<file path="config.mk">
export PLATFORM = sky130hd
export DESIGN_NAME = sort_points_by_distance_flat
export DESIGN_NICKNAME = d
export VERILOG_FILES = /design/src/sv/spd_pkg.sv /design/src/sv/spd_pts_if.sv /design/src/sv/spd_res_if.sv /design/src/sv/spd_accum.sv /design/src/sv/spd_cell.sv /design/src/sv/sort_points_by_distance.sv /design/src/flat_wrapper.sv
export VERILOG_INCLUDE_DIRS = /design/src /design/src/sv
export SDC_FILE = /design/constraint.sdc
export NUM_CORES = 2
export LEC_CHECK = 0
export BUFFER_PORTS_ARGS = -buffer_cell sky130_fd_sc_hd__buf_2
export CORE_AREA = 2 2 485 487
export DETAILED_ROUTE_END_ITERATION = 7
export DIE_AREA = 0 0 487 489
export PLACE_DENSITY = 0.42
export SLEW_MARGIN = 20
export SYNTH_ARGS = -nofsm -noshare
export SYNTH_HDL_FRONTEND = slang
export SYNTH_SLANG_ARGS = --single-unit
</file>
<file path="constraint.sdc">
create_clock -name i_clk -period 9.5 [get_ports i_clk]
set_input_delay 0.95 -clock i_clk [delete_from_list [all_inputs] [get_ports i_clk]]
set_output_delay 0.95 -clock i_clk [all_outputs]
set_load 0.02 [all_outputs]
</file>
<file path="src/sv/sort_points_by_distance_macros.svh">
// Assertion helpers shared by the sorter RTL.
// Each check is clocked on i_clk and switched off while i_rst_n is low.
`ifndef SORT_POINTS_BY_DISTANCE_MACROS_SVH
`define SORT_POINTS_BY_DISTANCE_MACROS_SVH

// Consequent must hold in the same cycle as the antecedent.
`define SPD_ASSERT_NOW(lbl, ante, cons, msg) \
    lbl: assert property (@(posedge i_clk) disable iff (!i_rst_n) (ante) |-> (cons)) \
        else $error(msg);

// Consequent must hold in the cycle after the antecedent.
`define SPD_ASSERT_NEXT(lbl, ante, cons, msg) \
    lbl: assert property (@(posedge i_clk) disable iff (!i_rst_n) (ante) |=> (cons)) \
        else $error(msg);

`endif

</file>
<file path="src/sv/spd_pkg.sv">
package spd_pkg;

    localparam int MAX_POINTS = 16;
    localparam int MAX_DIMS   = 8;

    localparam int COORD_W    = 16;
    localparam int SQ_W       = 2 * COORD_W;
    localparam int KEY_W      = 34;
    localparam int IDX_W      = 4;
    localparam int DIM_W      = 4;
    localparam int CNT_W      = $clog2(MAX_POINTS + 1);
    localparam int CDIM_W     = (MAX_DIMS > 1) ? $clog2(MAX_DIMS + 1) : 1;

    localparam logic [DIM_W-1:0] DIMS_RESET = DIM_W'(5);

    typedef logic [KEY_W-1:0] t_key;
    typedef logic [IDX_W-1:0] t_idx;

    // finished point travelling from the accumulator to the cell chain
    typedef struct packed {
        logic vld;
        t_key key;
        t_idx idx;
    } t_point;

    // per-cycle command broadcast to every cell
    typedef struct packed {
        logic insert;
        logic shift_out;
    } t_cell_ctl;

    typedef enum logic [2:0] {
        ST_COLLECT = 3'b001,
        ST_DRAIN   = 3'b010,
        ST_EMIT    = 3'b100
    } t_state;

endpackage

</file>
<file path="src/sv/spd_pts_if.sv">
interface spd_pts_if import spd_pkg::*; ();

    logic                      valid;
    logic                      ready;
    logic signed [COORD_W-1:0] coordinate;
    logic                      end_of_set;

    modport source (output valid, coordinate, end_of_set, input ready);
    modport sink   (input valid, coordinate, end_of_set, output ready);

endinterface

</file>
<file path="src/sv/spd_res_if.sv">
interface spd_res_if import spd_pkg::*; ();

    logic             valid;
    logic             ready;
    logic [IDX_W-1:0] point_index;
    logic [KEY_W-1:0] distance_squared;
    logic             last_in_order;
    logic             points_dropped;

    modport source (output valid, point_index, distance_squared, last_in_order, points_dropped,
                    input ready);
    modport sink   (input valid, point_index, distance_squared, last_in_order, points_dropped,
                    output ready);

endinterface

</file>
<file path="src/sv/spd_accum.sv">
// Squares each coordinate, then folds it into the running sum of the point.
module spd_accum import spd_pkg::*; (
    input  logic                      i_clk,
    input  logic                      i_rst_n,
    input  logic                      i_take,
    input  logic signed [COORD_W-1:0] i_coordinate,
    input  logic                      i_end_of_set,
    input  logic [DIM_W-1:0]          i_dims,
    input  logic                      i_clear,
    output logic                      o_busy,
    output t_point                    o_pt
);

    logic signed [SQ_W-1:0] w_prod;
    logic [CDIM_W-1:0]      w_eff;
    logic [KEY_W:0]         w_sum_wide;
    t_key                   w_sum;
    logic [CDIM_W:0]        w_cnt_inc;
    logic                   w_done;

    logic                   r_sq_vld;
    logic                   r_sq_end;
    logic [SQ_W-1:0]        r_sq;
    t_key                   r_sum;
    logic [CDIM_W-1:0]      r_cnt;
    t_idx                   r_arr;
    t_point                 r_pt;

    assign w_prod = i_coordinate * i_coordinate;

    // zero acts as one, oversize clamps to the maximum
    always_comb begin
        if (i_dims == '0) begin
            w_eff = CDIM_W'(1);
        end else if (int'(i_dims) > MAX_DIMS) begin
            w_eff = CDIM_W'(MAX_DIMS);
        end else begin
            w_eff = CDIM_W'(i_dims);
        end
    end

    assign w_sum_wide = {1'b0, r_sum} + (KEY_W + 1)'(r_sq);
    assign w_sum      = w_sum_wide[KEY_W] ? '1 : w_sum_wide[KEY_W-1:0];
    assign w_cnt_inc  = {1'b0, r_cnt} + (CDIM_W + 1)'(1);
    // a short final point closes as if zero padded
    assign w_done     = (w_cnt_inc >= {1'b0, w_eff}) || r_sq_end;

    always_ff @(posedge i_clk) begin
        if (!i_rst_n) begin
            r_sq_vld <= 1'b0;
        end else begin
            r_sq_vld <= i_take;
        end
        if (i_take) begin
            r_sq     <= unsigned'(w_prod);
            r_sq_end <= i_end_of_set;
        end
    end

    always_ff @(posedge i_clk) begin
        if (!i_rst_n) begin
            r_sum    <= '0;
            r_cnt    <= '0;
            r_arr    <= '0;
            r_pt.vld <= 1'b0;
        end else begin
            r_pt.vld <= r_sq_vld && w_done;
            if (r_sq_vld) begin
                if (w_done) begin
                    r_sum    <= '0;
                    r_cnt    <= '0;
                    r_arr    <= r_arr + IDX_W'(1);
                    r_pt.key <= w_sum;
                    r_pt.idx <= r_arr;
                end else begin
                    r_sum <= w_sum;
                    r_cnt <= w_cnt_inc[CDIM_W-1:0];
                end
            end
            if (i_clear) begin
                r_arr <= '0;
            end
        end
    end

    assign o_busy = r_sq_vld;
    assign o_pt   = r_pt;

endmodule

</file>
<file path="src/sv/spd_cell.sv">
// One slot of the sorted chain. Opens a gap for a smaller key on insert,
// takes its right neighbour's contents on shift-out.
module spd_cell import spd_pkg::*; (
    input  logic      i_clk,
    input  t_cell_ctl i_ctl,
    input  logic      i_occupied,
    input  t_key      i_new_key,
    input  t_idx      i_new_idx,
    input  t_key      i_left_key,
    input  t_idx      i_left_idx,
    input  logic      i_left_shift,
    input  t_key      i_right_key,
    input  t_idx      i_right_idx,
    output t_key      o_key,
    output t_idx      o_idx,
    output logic      o_shift
);

    t_key r_key;
    t_idx r_idx;

    // strict compare keeps equal keys in arrival order
    assign o_shift = i_ctl.insert && (!i_occupied || (r_key > i_new_key));

    always_ff @(posedge i_clk) begin
        if (o_shift) begin
            r_key <= i_left_shift ? i_left_key : i_new_key;
            r_idx <= i_left_shift ? i_left_idx : i_new_idx;
        end else if (i_ctl.shift_out) begin
            r_key <= i_right_key;
            r_idx <= i_right_idx;
        end
    end

    assign o_key = r_key;
    assign o_idx = r_idx;

endmodule

</file>
<file path="src/sv/sort_points_by_distance.sv">
// The last coordinate is squared into r_sq, the point closed in r_pt, then put in the chain.
// Throughput: one coordinate request per cycle while collecting a set.
// After end_of_set: drain, then one result per cycle unless stalled, one per stored point.
// No request is taken from end_of_set until the last result is loaded into the output stage.
// Reset (synchronous, i_rst_n low): chain empty, sums and counts zero, dimensions = 5.
`include "sort_points_by_distance_macros.svh"

module sort_points_by_distance import spd_pkg::*; (
    input  logic             i_clk,
    input  logic             i_rst_n,
    input  logic             i_cfg_we,
    input  logic [DIM_W-1:0] i_cfg_data,
    spd_pts_if.sink          i_pts,
    spd_res_if.source        o_res
);

    // ---------------------------------------------------------------------
    // Control state
    // ---------------------------------------------------------------------
    t_state           r_state;
    t_state           n_state;
    logic [DIM_W-1:0] r_dims;
    logic [CNT_W-1:0] r_point_count;
    logic             r_ovf;

    // output stage: decouples the chain from a stalled consumer
    logic             r_out_vld;
    t_idx             r_out_idx;
    t_key             r_out_key;
    logic             r_out_last;
    logic             r_out_drop;

    logic             w_take;
    logic             w_busy;
    t_point           w_pt;
    logic             w_room;
    logic             w_load;
    logic             w_final;
    t_cell_ctl        w_ctl;

    t_key             w_key   [MAX_POINTS];
    t_idx             w_idx   [MAX_POINTS];
    logic             w_shift [MAX_POINTS];
    logic             w_occ   [MAX_POINTS];

    // Requests are taken only while collecting; the end_of_set request
    // moves us to the drain state so the pipeline can empty.
    assign i_pts.ready = (r_state == ST_COLLECT);
    assign w_take      = i_pts.valid && i_pts.ready;

    // ---------------------------------------------------------------------
    // Square and accumulate
    // ---------------------------------------------------------------------
    spd_accum u_accum (
        .i_clk        (i_clk),
        .i_rst_n      (i_rst_n),
        .i_take       (w_take),
        .i_coordinate (i_pts.coordinate),
        .i_end_of_set (i_pts.end_of_set),
        .i_dims       (r_dims),
        .i_clear      (w_final),
        .o_busy       (w_busy),
        .o_pt         (w_pt)
    );

    // ---------------------------------------------------------------------
    // Sorted chain: ascending keys from cell 0. An incoming point is
    // compared by every cell at once; cells above it move one place right.
    // During emission the chain slides left and cell 0 feeds the output.
    // ---------------------------------------------------------------------
    assign w_room  = (r_point_count < CNT_W'(MAX_POINTS));
    assign w_load  = (r_state == ST_EMIT) && (!r_out_vld || o_res.ready);
    assign w_final = w_load && (r_point_count == CNT_W'(1));
    assign w_ctl   = '{insert: w_pt.vld && w_room, shift_out: w_load};

    for (genvar g = 0; g < MAX_POINTS; g++) begin : g_cell
        assign w_occ[g] = (CNT_W'(g) < r_point_count);

        if (g == 0) begin : g_head
            spd_cell u_cell (
                .i_clk        (i_clk),
                .i_ctl        (w_ctl),
                .i_occupied   (w_occ[g]),
                .i_new_key    (w_pt.key),
                .i_new_idx    (w_pt.idx),
                .i_left_key   (w_pt.key),
                .i_left_idx   (w_pt.idx),
                .i_left_shift (1'b0),
                .i_right_key  (w_key[g+1]),
                .i_right_idx  (w_idx[g+1]),
                .o_key        (w_key[g]),
                .o_idx        (w_idx[g]),
                .o_shift      (w_shift[g])
            );
        end else if (g == MAX_POINTS - 1) begin : g_tail
            spd_cell u_cell (
                .i_clk        (i_clk),
                .i_ctl        (w_ctl),
                .i_occupied   (w_occ[g]),
                .i_new_key    (w_pt.key),
                .i_new_idx    (w_pt.idx),
                .i_left_key   (w_key[g-1]),
                .i_left_idx   (w_idx[g-1]),
                .i_left_shift (w_shift[g-1]),
                .i_right_key  (w_pt.key),
                .i_right_idx  (w_pt.idx),
                .o_key        (w_key[g]),
                .o_idx        (w_idx[g]),
                .o_shift      (w_shift[g])
            );
        end else begin : g_mid
            spd_cell u_cell (
                .i_clk        (i_clk),
                .i_ctl        (w_ctl),
                .i_occupied   (w_occ[g]),
                .i_new_key    (w_pt.key),
                .i_new_idx    (w_pt.idx),
                .i_left_key   (w_key[g-1]),
                .i_left_idx   (w_idx[g-1]),
                .i_left_shift (w_shift[g-1]),
                .i_right_key  (w_key[g+1]),
                .i_right_idx  (w_idx[g+1]),
                .o_key        (w_key[g]),
                .o_idx        (w_idx[g]),
                .o_shift      (w_shift[g])
            );
        end
    end

    // ---------------------------------------------------------------------
    // Sequencer
    // ---------------------------------------------------------------------
    always_comb begin
        n_state = r_state;
        unique case (r_state)
            ST_COLLECT: begin
                if (w_take && i_pts.end_of_set) begin
                    n_state = ST_DRAIN;
                end
            end
            ST_DRAIN: begin
                // last point has reached the chain
                if (!w_busy && !w_pt.vld) begin
                    n_state = ST_EMIT;
                end
            end
            ST_EMIT: begin
                if (w_final) begin
                    n_state = ST_COLLECT;
                end
            end
            default: n_state = ST_COLLECT;
        endcase
    end

    always_ff @(posedge i_clk) begin
        if (!i_rst_n) begin
            r_state       <= ST_COLLECT;
            r_dims        <= DIMS_RESET;
            r_point_count <= '0;
            r_ovf         <= 1'b0;
        end else begin
            r_state <= n_state;
            if (i_cfg_we) begin
                r_dims <= i_cfg_data;
            end
            // stores and emission never overlap
            if (w_pt.vld) begin
                if (w_room) begin
                    r_point_count <= r_point_count + CNT_W'(1);
                end else begin
                    r_ovf <= 1'b1;
                end
            end else if (w_load) begin
                r_point_count <= r_point_count - CNT_W'(1);
            end
            if (w_final) begin
                r_ovf <= 1'b0;
            end
        end
    end

    // ---------------------------------------------------------------------
    // Output stage
    // ---------------------------------------------------------------------
    always_ff @(posedge i_clk) begin
        if (!i_rst_n) begin
            r_out_vld <= 1'b0;
        end else if (w_load) begin
            r_out_vld <= 1'b1;
        end else if (o_res.ready) begin
            r_out_vld <= 1'b0;
        end
        if (w_load) begin
            r_out_idx  <= w_idx[0];
            r_out_key  <= w_key[0];
            r_out_last <= w_final;
            r_out_drop <= w_final && r_ovf;
        end
    end

    assign o_res.valid            = r_out_vld;
    assign o_res.point_index      = r_out_idx;
    assign o_res.distance_squared = r_out_key;
    assign o_res.last_in_order    = r_out_last;
    assign o_res.points_dropped   = r_out_drop;

    // ---------------------------------------------------------------------
    // Checks
    // ---------------------------------------------------------------------
    `SPD_ASSERT_NOW(a_head_sorted, w_load && (r_point_count > CNT_W'(1)), w_key[0] <= w_key[1], "chain head out of order")
    `SPD_ASSERT_NOW(a_count_bound, 1'b1, r_point_count <= CNT_W'(MAX_POINTS), "point count beyond capacity")
    `SPD_ASSERT_NOW(a_emit_nonempty, r_state == ST_EMIT, r_point_count != '0, "emitting from an empty chain")
    `SPD_ASSERT_NEXT(a_final_returns, w_final, (r_state == ST_COLLECT) && (r_point_count == '0) && !r_ovf, "run not cleared after last result")
    `SPD_ASSERT_NOW(a_no_store_in_emit, r_state == ST_EMIT, !w_pt.vld && !w_busy, "point arrived during emission")

endmodule
</file>
<file path="src/flat_wrapper.sv">
// flat-port wrapper written by rule: the top's interface ports become plain ports
module sort_points_by_distance_flat import spd_pkg::*;
  (i_clk, i_rst_n, i_cfg_we, i_cfg_data, i_pts_valid, i_pts_coordinate, i_pts_end_of_set, i_pts_ready, o_res_valid, o_res_point_index, o_res_distance_squared, o_res_last_in_order, o_res_points_dropped, o_res_ready);
  spd_pts_if i_pts_i ();
  spd_res_if o_res_i ();
  input  logic i_clk;
  input  logic i_rst_n;
  input  logic i_cfg_we;
  input  logic [DIM_W-1:0] i_cfg_data;
  input wire logic [$bits(i_pts_i.valid)-1:0] i_pts_valid;
  input wire logic [$bits(i_pts_i.coordinate)-1:0] i_pts_coordinate;
  input wire logic [$bits(i_pts_i.end_of_set)-1:0] i_pts_end_of_set;
  output wire logic [$bits(i_pts_i.ready)-1:0] i_pts_ready;
  output wire logic [$bits(o_res_i.valid)-1:0] o_res_valid;
  output wire logic [$bits(o_res_i.point_index)-1:0] o_res_point_index;
  output wire logic [$bits(o_res_i.distance_squared)-1:0] o_res_distance_squared;
  output wire logic [$bits(o_res_i.last_in_order)-1:0] o_res_last_in_order;
  output wire logic [$bits(o_res_i.points_dropped)-1:0] o_res_points_dropped;
  input wire logic [$bits(o_res_i.ready)-1:0] o_res_ready;
  assign i_pts_i.valid = i_pts_valid;
  assign i_pts_i.coordinate = i_pts_coordinate;
  assign i_pts_i.end_of_set = i_pts_end_of_set;
  assign i_pts_ready = i_pts_i.ready;
  assign o_res_valid = o_res_i.valid;
  assign o_res_point_index = o_res_i.point_index;
  assign o_res_distance_squared = o_res_i.distance_squared;
  assign o_res_last_in_order = o_res_i.last_in_order;
  assign o_res_points_dropped = o_res_i.points_dropped;
  assign o_res_i.ready = o_res_ready;
  sort_points_by_distance u_core (.i_clk(i_clk), .i_rst_n(i_rst_n), .i_cfg_we(i_cfg_we), .i_cfg_data(i_cfg_data), .i_pts(i_pts_i), .o_res(o_res_i));
endmodule
</file>
## Word-level counts from Yosys, hierarchy flattened

Index checks and enable logic that the tools add are counted.

| storage, ports and cells | value |
|---|---|
| register bits after elaboration | 777 |
| output and inout bits | 42 |
| word-level logic and storage cells | 295 |
| bits of input ports | 26 |

| operators by class | value |
|---|---|
| bitwise gates (word level) | 2 |
| eq/ne operators | 8 |
| reduce and logical (&&, ||, !) cells | 86 |
| muxes and demuxes | 108 |
| add/subtract/negate cells | 5 |
| multipliers | 1 |
| $lt $le $gt $ge | 35 |

Operators by type and width:

| cell | count |
|---|---|
| $mux 34 | 49 |
| $gt 34x34->1 | 16 |
| $mux 4 | 50 |
| $lt 4x5->1 const A | 8 |
| $reduce_bool 2->1 | 18 |
| $add 34x32->35 | 1 |
| $mul 16x16->32 | 1 |
| $logic_and 1x1->1 | 24 |
| $lt 3x5->1 const A | 4 |
| $logic_not 1->1 | 19 |
| $logic_or 1x1->1 | 18 |
| $mux 5 | 3 |
| $lt 1x5->1 const A | 2 |
| $lt 2x5->1 const A | 2 |
| $mux 3 | 3 |
| $pmux 3 s3 | 1 |
| $ne 2x1->1 const B | 3 |
| $reduce_and 2->1 | 3 |
| $reduce_and 3->1 | 2 |
| $add 4x1->5 const B | 1 |
| $add 5x1->5 const B | 1 |
| $eq 5x1->1 const B | 1 |
| $ge 5x4->1 | 1 |
| $lt 5x5->1 const B | 1 |
| other kinds (11) | 13 |

## Longest topological paths before layout

| logic depth | value |
|---|---|
| depth after elaboration | 6 |
| depth in mapped cells | 26 |

## Cells and area by module

Synthesis repeated with hierarchy kept, for this count alone.

| second synthesis, totals | value |
|---|---|
| cell total of the unflattened synthesis | 8,353 |
| area, all modules | 75,376.0 um^2 |

By module, submodules not included:

| module | area each (um^2) | sequential area each (um^2) | cells each | times used |
|---|---|---|---|---|
| spd_cell at u_core.g_cell[0].g_head.u_cell ... | 3,726.1 | 1,141.1 | 429 | 13 |
| spd_accum | 14,978.1 | 2,982.9 | 1,592 | 1 |
| spd_cell at u_core.g_cell[7].g_mid.u_cell ... | 3,286.9 | 1,141.1 | 343 | 3 |
| sort_points_by_distance | 2,098.3 | 1,481.4 | 155 | 1 |

## Worst setup path before layout

OpenSTA, ideal clock, no wires.

| timing | value |
|---|---|
| path type | input to register |
| start | input port i_pts_coordinate[5] |
| end | register u_core.u_accum.r_sq[30], data pin |
| cell stages on the path | 21 |
| data required time | 9,242 ps |
| setup time | 258 ps |
| buffers on the path | 2 |
| data arrival time | 6,938 ps |
| path slack | 2,305 ps |
| cells stage by stage | clkbuf_1 > clkbuf_1 > nand2_1 > fa_1 > inv_1 > fa_1 > inv_1 > fa_1 > inv_1 > fa_1 > fa_1 > inv_1 > fa_1 > inv_1 > ha_1 > a21oi_1 > or3b_2 > o21a_1 > a21o_1 > a21oi_1 > xnor2_1 |

| between the ends | value |
|---|---|
| longest elaborated chain between the ends | 1 |

Ends and longest elaborated chain:

| what | RTL line | RTL |
|---|---|---|
| from (decl) | flat_wrapper.sv:11 | `input wire logic [$bits(i_pts_i.coordinate)-1:0] i_pts_coordinate;` |
| $mul 16x16->32 | spd_accum.sv:29 | `assign w_prod = i_coordinate * i_coordinate;` |
| net u_core.u_accum.w_prod[30] | spd_accum.sv:14 | `logic signed [SQ_W-1:0] w_prod;` |
| to (signal assigned) | spd_accum.sv:55 | `r_sq <= unsigned'(w_prod);` |
| to (decl) | spd_accum.sv:23 | `logic [SQ_W-1:0] r_sq;` |

The timed path passes the listed nets, and every way through them passes these cells.
A chain may end at the register's enable or synchronous reset.

## Worst setup path after layout

| timing | value |
|---|---|
| start | input port i_pts_coordinate[15] |
| end | register u_core.u_accum.r_sq[31], data pin |

Same word-level chain as after synthesis.

==> metrics <==
status=finished clean; delay-heaviest family, CP=adder cells; Num Clock Sinks=~780; Crit path buffers/inverters=6; slowest stage cell on the critical path=fa_1; Max-Cap Viols=0; Post-DRT Antenna Nets=0; vias in the first global route=44000; total number of vias=roughly 42000; number of synthesized register bits=between 700 and 800; DRC viols=0; prevailing post-synth register cell=edfxtp_1; initial antenna violation count=8; cell repeated most along the worst path=fa_1; CP Capture Type=register; core area=between 200000 and 250000 µm²; Worst VDD drop=0.222 mV; hold worst-path end=u_core.u_accum.o_pt[3]; Resized cells post-CTS=0; critical-path cell list=buf_2 -> clkinv_1 -> nor2_1 -> fa_1 -> inv_1 -> fa_1 -> inv_1 -> fa_1 -> fa_1 -> fa_1 -> inv_1 -> fa_1 -> inv_1 -> ha_1 -> and4_1 -> a41oi_1 -> o211ai_1 -> a311oi_2 -> nor3_1 -> o31a_1 -> nor2_1 -> xnor2_1; Remaining Overflow, GRT=0; Slew @ Worst Pin=roughly 1.3 ns; Yosys top cell area share=around 37%; fin cells=8747; crit path DAT=around 7.7 ns; DRT Wirelength=roughly 180000 µm; post-synth top area cell=edfxtp_1; # nets final=approximately 6500; Max stage delay on crit path=~0.54 ns; detailed placer's ending HPWL=about 140000 µm; RSZ-0062 raised after global routing=no; Hold Crit Class=register to register; RD Place Congestion=between 0.8 and 0.9; WS Path Type=input port to register; vias per cell=about 4.8; Final Cycle Share=roughly three quarters; placed cells=8575; maximum clock path buffer count=3; Tmin final=7.24 ns; drt first pass iters=6; startpoint types=input port; Slew Limit Fails=0; commonest cells in the synthesized netlist=edfxtp_1 (718), ha_1 (640), nand2_1 (540), inv_1 (504), o21ai_0 (480); port buffer count=67; clock latency on the worst-skew pair=about 0.74 ns; 1st-iter DRT viols=between 2000 and 2500; count of cell types in the netlist=79; P_leak=26.7 nW; met2 Use GR=23.6%; clock-pin slew on the worst setup and hold paths=approximately 0.06 ns; total global-route track usage=roughly 14%; f_max=approximately 140 MHz; Starting Density=around a quarter; die width=about 490 µm; hold path cells=0; Max-slew headroom=15.8%; RR Endpoint=u_core.g_cell[1].g_mid.u_cell.o_key[3]; Power Density=between 200 and 250 nW/µm²; setup slack, reg-to-reg=around 3.2 ns; final setup violation count=0; Synth Net Count=approximately 6500; RR Startpoint=u_core.u_accum.o_pt[26]; met1 Resource Use GR=about 20%; Hold-fix buffers, CTS=0; yosys warns=0; H-tree Lvls=3; clk_skew=about 0.048 ns; worst-path fanout max=17; row count=178; post-synthesis async set-or-reset flop share=0%; I/O Pins=just under 70; CTS tree=yes; setup TNS=0 ns; Area Growth Syn to Fin=11.8%; Worst EP required=9.96 ns; setup repair bufs after CTS=0; Worst R2R Path Depth=12; layout cells sized above 1=approximately 7.4%; die area=between 200000 and 250000 µm²; CTS Buf Count=94; pin count of the biggest net entering global routing=~100; die height=489 µm; wire length per cell=~20 µm; syn_area_per_cell=10.3 µm²; Post-synth EDFFs=718; synth top area cells=edfxtp_1 (37%), ha_1 (14%), fa_1 (8.1%); hold_sp=u_core.u_accum.r_arr[3]; met3 track utilization from global routing=approximately 2.4%; netlist area before placement=just under 60000 µm²; first-pass GRT wire length=approximately 270000 µm; top-count cell post-synth=edfxtp_1; Clock Tree Root=clkbuf_16; most used routing layer=met2; final hold vios=0; Seq/Total Area, Yosys=about two fifths; Mapped Cells=between 5000 and 6000
[area by class of cell]
type | instances | area, µm²
Clock buffer | 119 | 2510
Multi-Input combinational cell | 4066 | 32400
Timing Repair Buffer | 168 | 1090
Clock inverter | 51 | 482
Inverter | 505 | 1900
Antenna cell | 2 | 5.00
Sequential cell | 776 | 22700
Tap cell | 3060 | 3830
Fill cell | 24700 | 169000
[cells in the final DEF, fill, tap and decap left out, types with 106 or more instances in the layout]
cell        n
a21o_1    162
a21oi_1   359
edfxtp_1  718
fa_1      235
ha_1      640
inv_1     503
mux2i_1   426
nand2_1   529
nand3_1   108
nand4_1   106
nor2_1    329
o21ai_0   476
[where the power goes]
part	switching [mW]	total, mW	internal (mW)
Sequential	0.252	4.74	4.49
Clock	1.61	3.67	2.06
Combinational	4.40	7.55	3.15
[metal layers]
metal / up-vias / part of all wire, %
met3: 210 / 3.9
met2: 601 / 46
met5: - / 0.023
met1: 20900 / 48
li1: 20300 / -
met4: 6 / 2.2
[registers in the layout, indices dropped and copies added, names as in the netlist, 3 cells and up]
signal,count
u_core.g_cell.g_mid.u_cell.o_key,476
u_core.o_res.point_index,4
u_core.o_res.distance_squared,34
u_core.g_cell.g_tail.u_cell.o_idx,4
u_core.u_accum.o_pt,39
u_core.g_cell.g_head.u_cell.o_idx,4
u_core.u_accum.r_cnt,4
u_core.g_cell.g_head.u_cell.o_key,34
u_core.u_accum.r_arr,4
u_core.r_dims,4
u_core.u_accum.r_sum,34
u_core.g_cell.g_mid.u_cell.o_idx,56
u_core.r_point_count,5
u_core.g_cell.g_tail.u_cell.o_key,34
u_core.u_accum.r_sq,31
u_core.r_state,3
[worst max-delay path by stage]
stage	startpoint	endpoint	slack, ns	cells past startpoint
floorplan	i_pts_coordinate[5]	u_core.u_accum.r_sq[30]	2.30	21
global placement	i_pts_coordinate[15]	u_core.u_accum.r_sq[31]	1.44	23
detailed placement	i_pts_coordinate[15]	u_core.u_accum.r_sq[31]	1.42	22
CTS	i_pts_coordinate[15]	u_core.u_accum.r_sq[31]	2.22	22
global route	i_pts_coordinate[15]	u_core.u_accum.r_sq[31]	1.86	22
finish	i_pts_coordinate[15]	u_core.u_accum.r_sq[31]	2.26	22
[metrics by stage]
| stage | area, µm² | hold WS (ns) | utilization [%] | total power, mW | setup WS (ns) |
|---|---|---|---|---|---|
| 6_report | 64900 | 0.460 | 27.8 | 16.0 | 2.26 |
| 5_1_grt | 64900 | 0.425 | 27.8 | 17.4 | 1.86 |
| 4_1_cts | 64900 | 0.402 | 27.8 | 16.2 | 2.22 |
| 3_5_place_dp | 61900 | 0.439 | 26.5 | 12.5 | 1.42 |
| 3_3_place_gp | 61900 | 0.436 | 26.5 | 12.4 | 1.44 |
| 2_1_floorplan | 58100 | 0.420 | - | 10.6 | 2.30 |
[logic make-up (layout without fill, tap and decap cells)]
family                   after synthesis  count (layout)  share of synthesized area [%]
AND/OR/NAND/NOR                     1333            1333                           10.4
AO/OA/AOI/OAI                       1304            1304                           13.7
adder cells (fa/ha/maj)              875             875                           21.9
buffers and inverters                802             843                           5.40
flip-flops                           776             776                           39.1
multiplexers                         478             478                           8.35
XOR/XNOR                              76              76                           1.15
other                                  0               2                              0
[worst reg2reg max path, cell delays in order (launching register included)]
cell and delay, ns:
edfxtp_1 0.93, inv_1 0.60, ha_1 0.46, and4_1 0.26, nand4_1 0.25, nor4_2 0.78
a21boi_0 0.64, o41ai_1 0.30, a41o_2 0.33, buf_4 0.34, or2_2 0.42, buf_4 0.33
mux2_2 0.40
(Power assumes the default switching activity.)
